--- src/rtl/tfc_pkg.sv ---
// Types and constants shared by the TCP flow table counter.
`default_nettype none

package tfc_pkg;

   localparam logic OP_ACCOUNT = 1'b0;
   localparam logic OP_READ    = 1'b1;

   localparam logic [7:0] PROTO_TCP = 8'd6;

   localparam logic [2:0] ST_EXISTING   = 3'd0;
   localparam logic [2:0] ST_NEW        = 3'd1;
   localparam logic [2:0] ST_IGNORED    = 3'd2;
   localparam logic [2:0] ST_FULL       = 3'd3;
   localparam logic [2:0] ST_READ_OK    = 3'd4;
   localparam logic [2:0] ST_READ_EMPTY = 3'd5;

   localparam logic [31:0] PKT_MAX  = 32'hFFFF_FFFF;
   localparam logic [47:0] BYTE_MAX = 48'hFFFF_FFFF_FFFF;

   typedef struct packed {
      logic        op;
      logic [31:0] src_addr;
      logic [31:0] dst_addr;
      logic [15:0] sport;
      logic [15:0] dport;
      logic [15:0] ip_length;
      logic [5:0]  read_index;
      logic        done;
      logic [2:0]  status;
      logic [5:0]  entry_index;
      logic [31:0] flow_src_addr;
      logic [31:0] flow_dst_addr;
      logic [15:0] flow_sport;
      logic [15:0] flow_dport;
      logic [31:0] packet_total;
      logic [47:0] byte_total;
   } tfc_tok_type;

endpackage

`default_nettype wire

--- src/rtl/tfc_cell.sv ---
// One flow table entry with its match, allocate, count and read logic, passing the transaction on.
`default_nettype none

module tfc_cell
   import tfc_pkg::*;
#(
   parameter int unsigned CELL_INDEX = 0
) (
   input  wire logic  clock,
   input  wire logic  reset,
   input  wire logic  advance,
   input  wire tfc_tok_type up_tok,
   input  wire logic  up_valid,
   output tfc_tok_type dn_tok,
   output logic       dn_valid,
   output logic       entry_valid
);

   tfc_tok_type tok_ff, tok_in;
   logic        tok_valid_ff;
   logic        valid_ff, valid_in;
   logic [31:0] addr_a_ff, addr_a_in, addr_b_ff, addr_b_in;
   logic [15:0] port_a_ff, port_a_in, port_b_ff, port_b_in;
   logic [31:0] packets_ff, packets_in;
   logic [47:0] bytes_ff, bytes_in;
   logic        fwd_match, rev_match;
   logic [48:0] byte_sum;

   always_comb begin
      fwd_match = addr_a_ff == up_tok.src_addr && port_a_ff == up_tok.sport &&
                  addr_b_ff == up_tok.dst_addr && port_b_ff == up_tok.dport;
      rev_match = addr_a_ff == up_tok.dst_addr && port_a_ff == up_tok.dport &&
                  addr_b_ff == up_tok.src_addr && port_b_ff == up_tok.sport;
      byte_sum  = {1'b0, bytes_ff} + 49'(up_tok.ip_length);

      tok_in     = up_tok;
      valid_in   = valid_ff;
      addr_a_in  = addr_a_ff;
      addr_b_in  = addr_b_ff;
      port_a_in  = port_a_ff;
      port_b_in  = port_b_ff;
      packets_in = packets_ff;
      bytes_in   = bytes_ff;

      if (up_valid && !up_tok.done) begin
         if (up_tok.op == OP_READ) begin
            if (valid_ff && 32'(up_tok.read_index) == 32'(CELL_INDEX)) begin
               tok_in.done   = 1'b1;
               tok_in.status = ST_READ_OK;
            end
         end else if (valid_ff) begin
            if (fwd_match || rev_match) begin
               packets_in         = (packets_ff == PKT_MAX) ? packets_ff : packets_ff + 32'd1;
               bytes_in           = byte_sum[48] ? BYTE_MAX : byte_sum[47:0];
               tok_in.done        = 1'b1;
               tok_in.status      = ST_EXISTING;
               tok_in.entry_index = 6'(CELL_INDEX);
            end
         end else begin
            valid_in           = 1'b1;
            addr_a_in          = up_tok.src_addr;
            addr_b_in          = up_tok.dst_addr;
            port_a_in          = up_tok.sport;
            port_b_in          = up_tok.dport;
            packets_in         = 32'd1;
            bytes_in           = 48'(up_tok.ip_length);
            tok_in.done        = 1'b1;
            tok_in.status      = ST_NEW;
            tok_in.entry_index = 6'(CELL_INDEX);
         end

         if (tok_in.done) begin
            tok_in.flow_src_addr = addr_a_in;
            tok_in.flow_dst_addr = addr_b_in;
            tok_in.flow_sport    = port_a_in;
            tok_in.flow_dport    = port_b_in;
            tok_in.packet_total  = packets_in;
            tok_in.byte_total    = bytes_in;
         end
      end
   end

   always_ff @(posedge clock) begin
      if (reset) begin
         tok_valid_ff <= 1'b0;
         valid_ff     <= 1'b0;
      end else if (advance) begin
         tok_valid_ff <= up_valid;
         valid_ff     <= valid_in;
      end
   end

   always_ff @(posedge clock) begin
      if (advance) begin
         tok_ff     <= tok_in;
         addr_a_ff  <= addr_a_in;
         addr_b_ff  <= addr_b_in;
         port_a_ff  <= port_a_in;
         port_b_ff  <= port_b_in;
         packets_ff <= packets_in;
         bytes_ff   <= bytes_in;
      end
   end

   assign dn_tok      = tok_ff;
   assign dn_valid    = tok_valid_ff;
   assign entry_valid = valid_ff;

endmodule

`default_nettype wire

--- config.mk ---
export PLATFORM = sky130hd
export DESIGN_NAME = tfc_cell
export DESIGN_NICKNAME = d
export VERILOG_FILES = /design/src/rtl/tfc_pkg.sv /design/src/rtl/tfc_cell.sv
export SDC_FILE = /design/constraint.sdc
export NUM_CORES = 1
export LEC_CHECK = 0
export BUFFER_PORTS_ARGS = -buffer_cell sky130_fd_sc_hd__buf_2
export CAP_MARGIN = 40
export CORE_AREA = 5 5 236 238
export CTS_CLUSTER_DIAMETER = 120
export DETAILED_ROUTE_END_ITERATION = 8
export DIE_AREA = 0 0 241 243
export PLACE_DENSITY = 0.68
export SETUP_SLACK_MARGIN = 0.3
export SYNTH_ARGS = -nofsm -noshare
export SYNTH_HDL_FRONTEND = slang
export SYNTH_SLANG_ARGS = --single-unit
--- constraint.sdc ---
create_clock -name clock -period 6.9 [get_ports clock]
set_input_delay 0.345 -clock clock [delete_from_list [all_inputs] [get_ports clock]]
set_output_delay 0.345 -clock clock [all_outputs]
set_load 0.05 [all_outputs]
# After elaboration in Yosys (flattened, before gate mapping)
# Cells that the tools add are included.
# Widths: inputs -> output; s select.
[word_totals] wordCells=73 in_bits=309 register_bits=483 out_inout_bits=307
[op_classes] n_mux=24 eq_ne=9 add_sub_neg=2 n_bitwise=1 reduce_logical=13
[op_table] cell="$mux 32" count=8
[op_table] cell="$mux 48" count=4
[op_table] cell="$mux 186" count=1
[op_table] cell="$mux 176" count=1
[op_table] cell="$eq 32x32->1" count=4
[op_table] cell="$eq 16x16->1" count=4
[op_table] cell="$mux 16" count=4
[op_table] cell="$add 48x16->49" count=1
[op_table] cell="$add 32x1->32 const B" count=1
[op_table] cell="$eq 32x32->1 const B" count=1
[op_table] cell="$mux 10" count=2
[op_table] cell="$mux 4" count=3
[op_table] cell="$logic_and 1x1->1" count=8
[op_table] cell="$logic_not 6->1" count=1
[op_table] cell="$mux 6" count=1
[op_table] cell="$reduce_and 3->1" count=1
[op_table] cell="$reduce_and 2->1" count=1
[op_table] cell="$logic_not 1->1" count=1
[op_table] cell="$logic_or 1x1->1" count=1
[op_table] cell="$not 1->1" count=1

# Depth between registers and ports, before layout
[logic_depth] ltp_word=11 ltp_mapped=12

# Worst setup path after synthesis
# OpenSTA, ideal clock, no wires.
[synth_path] path_kind="input to register" startpoint="input port up_valid" endpoint="register addr_a_ff[0] (enable)" stages=2 arrival_ns=4.596 setup_slack_ns=1.745 setup_time_ns=0.559 cell_sequence="nor2b_1 > and2_1"
[synth_via] elab_chain_len=2
[synth_lines] element="start: declaration" line_no="tfc_cell.sv:13" rtl="input wire logic up_valid,"
[synth_lines] element="$logic_and 1x1->1" line_no="tfc_cell.sv:45" rtl="if (up_valid && !up_tok.done) begin"
[synth_lines] element="$reduce_and 2->1 (no source line)"
[synth_lines] element="end signal: assignment" line_no="tfc_cell.sv:96" rtl="addr_a_ff <= addr_a_in;"
[synth_lines] element="end: declaration" line_no="tfc_cell.sv:22" rtl="logic [31:0] addr_a_ff, addr_a_in, addr_b_ff, addr_b_in;"
# No other way between the ends.
# A chain may end at the register's enable or synchronous reset.

==> metrics.md <==
| Metric | Value |
|---|---|
| Finished Core Util | 0.566 |
| Sw Share | 0.289 |
| Vias in the first global route | between 15000 and 20000 |
| Syn avg cell area | 12.5 µm² |
| First-pass iteration count of the detailed router | 5 |
| Total power per unit cell area | 256 mW/mm² |
| Crit share post-route | 0.629 |
| Mux cell area share after synthesis | 0.0785 |
| Yosys top cell area share | 0.608 |
| Max clock buf depth | 3 |
| PortBufs | between 600 and 700 |
| TritonCTS Sinks | just under 500 |
| Share of cells above drive strength 1 | 0.352 |
| Synth Net Count | 2221 |
| CTS tree | yes |
| HPWL Detailed | roughly 60 mm |
| CTS Buf Count | 52 |
| Setup tns final | 0 ns |
| GR Overflow Total | 0 |
| # DRC | 0 |
| Clk Latency, worst-skew pair | 0.59 ns |
| I/O pin cnt | roughly 620 |
| Mapped cell area | 0.0237 mm² |
| Critical path capture point type | register |
| Synth Instances | 1894 |
| Routed Antenna Nets | 0 |
| Yosys reg bits | approximately 480 |
| Total Routing Usage GR | 0.266 |
| 1st-iter DRT viols | 1653 |
| Full die area | around 0.059 mm² |
| Cell taking the most area after synthesis | edfxtp_1 |
| CP startpoint kind | register |
| CP Max Fanout | 160 |
| FFs w/ async S/R, synth | 0 |
| Post-CTS Resized | 0 |
| XOR/XNOR Fraction of Synth Area | 0.0771 |
| WP data arrival | 4.75 ns |
| Number of library cell types mapped by synthesis | 79 |
| Main synth FF type | edfxtp_1 |
| Setup repair after global routing missed its margin | false |
| # rows | 85 |
| Root buffer cell | clkbuf_16 |
| Die width | ~240 µm |
| Yosys warns | 0 |
| Initial antenna violation count | 9 |
| First-pass GRT wire length | 118 mm |
| Max-slew violation count | 0 |
| Clk pwr share | 0.376 |
| Initial core utilization | 0.445 |
| Worst Hold Depth | 1 |
| Compound-Gate Fraction of Synth Area | 0.0611 |
| Setup CP Type | register to register |
| Area share of fa/ha/maj cells after synthesis | 0.00980 |
| Via count | roughly 18000 |
| Slew margin rel. | 0.361 |
| Status | completed |
| Worst-path clk slew | 0.06 ns |
| P_int | 0.00550 W |
| Die Span Y | 243 µm |
| Crit path time final | 4.34 ns |
| Seq/Total Area, Yosys | 0.610 |
| Core Region | between 0.05 and 0.06 mm² |
| Final RePlAce weighted congestion | roughly 0.94 |
| Slew @ Worst Pin | around 0.96 ns |
| Final wirelength | 81.9 mm |
| Combinational family with the most area after synthesis | simple AND/OR/NAND/NOR gates |
| CP Cell Sequence | xor2_1 -> nor4_1 -> nand4_1 -> nor4_4 -> a221oi_4 -> buf_4 -> a21oi_4 -> buf_12 -> nand2_1 -> o31ai_1 |
| Worst R2R Path Depth | 10 |
| Hold Crit Class | input port to register |
| Post-CTS Setup Inserts | 0 |
| Simple-gate share of the synthesized area | 0.143 |
| Gate power share | 0.171 |
| Final hold vios | 0 |
| Area Growth Syn to Fin | 27.3% |
| Count leader, synth | edfxtp_1 |
| Wire per inst | between 20 and 25 µm |
| Most frequent cells after synthesis | edfxtp_1 (481), nand2_1 (382), xor2_1 (192) |
| Max-cap violations | 0 |
| Largest net degree at the start of global routing | 161 |
| EDFF count, synth | 481 |
| Fin nets | 2910 |
| Critical path required time | 7.31 ns |
| FMAX | 231 MHz |
| Sequential Power Share | 0.453 |
| H-tree depth | 2 |
| Layout Skew | approximately 0.025 ns |
| Crit-path slowest cell | nor4_1 |
| Max incr delay on CP | 0.65 ns |
| Post-DR vias/cell | 5.55 |
| Net Sw Power | 0.00223 W |
| Leak pwr | 12.0 nW |
| Final setup viols | 0 |
| Largest cells by area after synthesis | edfxtp_1 (61%), xor2_1 (7.1%), mux2_2 (6.9%) |
| Worst VDD drop | 0.000163 V |
[layout by cell type, fill, tap and decap left out, types with 6 or more instances in the layout]
cell / netlist / routed
nand2_1: 382 / 381
or2_2: 16 / 16
buf_2: 26 / 617
nor2_1: 69 / 68
dlygate4sd3_1: 0 / 75
inv_1: 31 / 31
a21oi_1: 38 / 38
nor2b_1: 8 / 8
and4_1: 7 / 7
a221oi_2: 12 / 11
a31oi_1: 7 / 7
ha_1: 17 / 17
mux2i_1: 23 / 23
buf_4: 2 / 16
nand3_1: 26 / 26
a21o_1: 9 / 9
edfxtp_1: 481 / 481
bufinv_16: 0 / 8
nor3_1: 23 / 23
xor2_1: 192 / 192
mux2_2: 145 / 145
diode_2: 0 / 7
o41ai_1: 6 / 6
o21ai_0: 19 / 19
nor4_1: 69 / 69
o31ai_1: 23 / 23
and3_1: 12 / 12
clkbuf_16: 0 / 53
clkinv_2: 0 / 12
xnor2_1: 17 / 17
or4_1: 18 / 18
o211ai_1: 12 / 12
and2_1: 11 / 10
clkinv_1: 1 / 10
o21ai_1: 6 / 6
or3_1: 16 / 16
nand4_1: 33 / 33
[worst paths after layout]
| path | to | slack [ns] | from |
|---|---|---|---|
| setup / recovery | dn_tok[31] | 2.56 | addr_a_ff[9] |
| hold / removal | dn_tok[267] | 0.03 | up_tok[267] |
| setup reg to reg | dn_tok[31] | 2.56 | addr_a_ff[9] |
| hold reg to reg | dn_valid | 0.50 | dn_valid |
[metal layers]
layer | GRT usage | up-vias | routed length (µm)
li1 | - | 8433 | -
met1 | 0.339 | 9015 | 31800
met2 | 0.459 | 888 | 40500
met3 | 0.0472 | 137 | 6400
met4 | 0.0899 | 2 | 3190
met5 | 0 | - | 20
[repair_timing]
action,CTS,global route
endpoints found under the hold margin,76,0
hold buffers,75,0
endpoints found under the setup margin,0,0
[sequential cells by signal (all words and copies together), names as in the netlist]
register	count
dn_valid	1
entry_valid	1
port_a_ff	16
packets_ff	32
dn_tok	305
addr_b_ff	32
port_b_ff	16
bytes_ff	48
addr_a_ff	32
[critical path, delay by kind of cell, from the launching register on]
kind,cells,cell delay [ns]
DFF,1,0.44
and+or+nand+nor,4,1.84
AOI/OAI and AO/OA,3,0.64
buffers and inverters,2,0.92
xor gates and xnor gates,1,0.21
[layout make-up]
cell class | instances | area, µm²
well taps | 696 | 871
clock inverters | 38 | 408
flip-flops and latches | 483 | 14500
repair buffers | 718 | 4160
clock buffers | 57 | 1340
inverters | 32 | 120
multi-input cells | 1296 | 8810
fillers | 4389 | 23200
diodes | 7 | 17.5
[power groups by stage]
stage	clock, W	combinational, W	sequential, W
floorplan	0	0.000342	0.00402
global placement	0	0.00126	0.00356
detailed placement	0	0.00129	0.00356
CTS	0.00295	0.00132	0.00350
global route	0.00309	0.00139	0.00351
finish	0.00291	0.00132	0.00350
[logic make-up after synthesis]
kind of cell / after synthesis
mux: 168
flops: 483
simple gates: 712
compound gates: 189
buf+inv: 115
fa+ha+maj: 18
xor+xnor: 209
[per-stage QoR]
step	power, W	instance area [µm²]	hold WS (ns)	worst slack, ns	cells
2_1_floorplan	0.00436	23700	0.417	1.75	1894
5_1_grt	0.00799	30200	0.00464	2.44	3321
3_3_place_gp	0.00482	27500	0.471	2.32	3139
4_1_cts	0.00777	30200	0.000334	2.56	3320
6_report	0.00773	30200	0.0276	2.56	3327
3_5_place_dp	0.00485	27700	0.489	2.56	3150
Note: power is estimated with default switching activity, not from simulation.
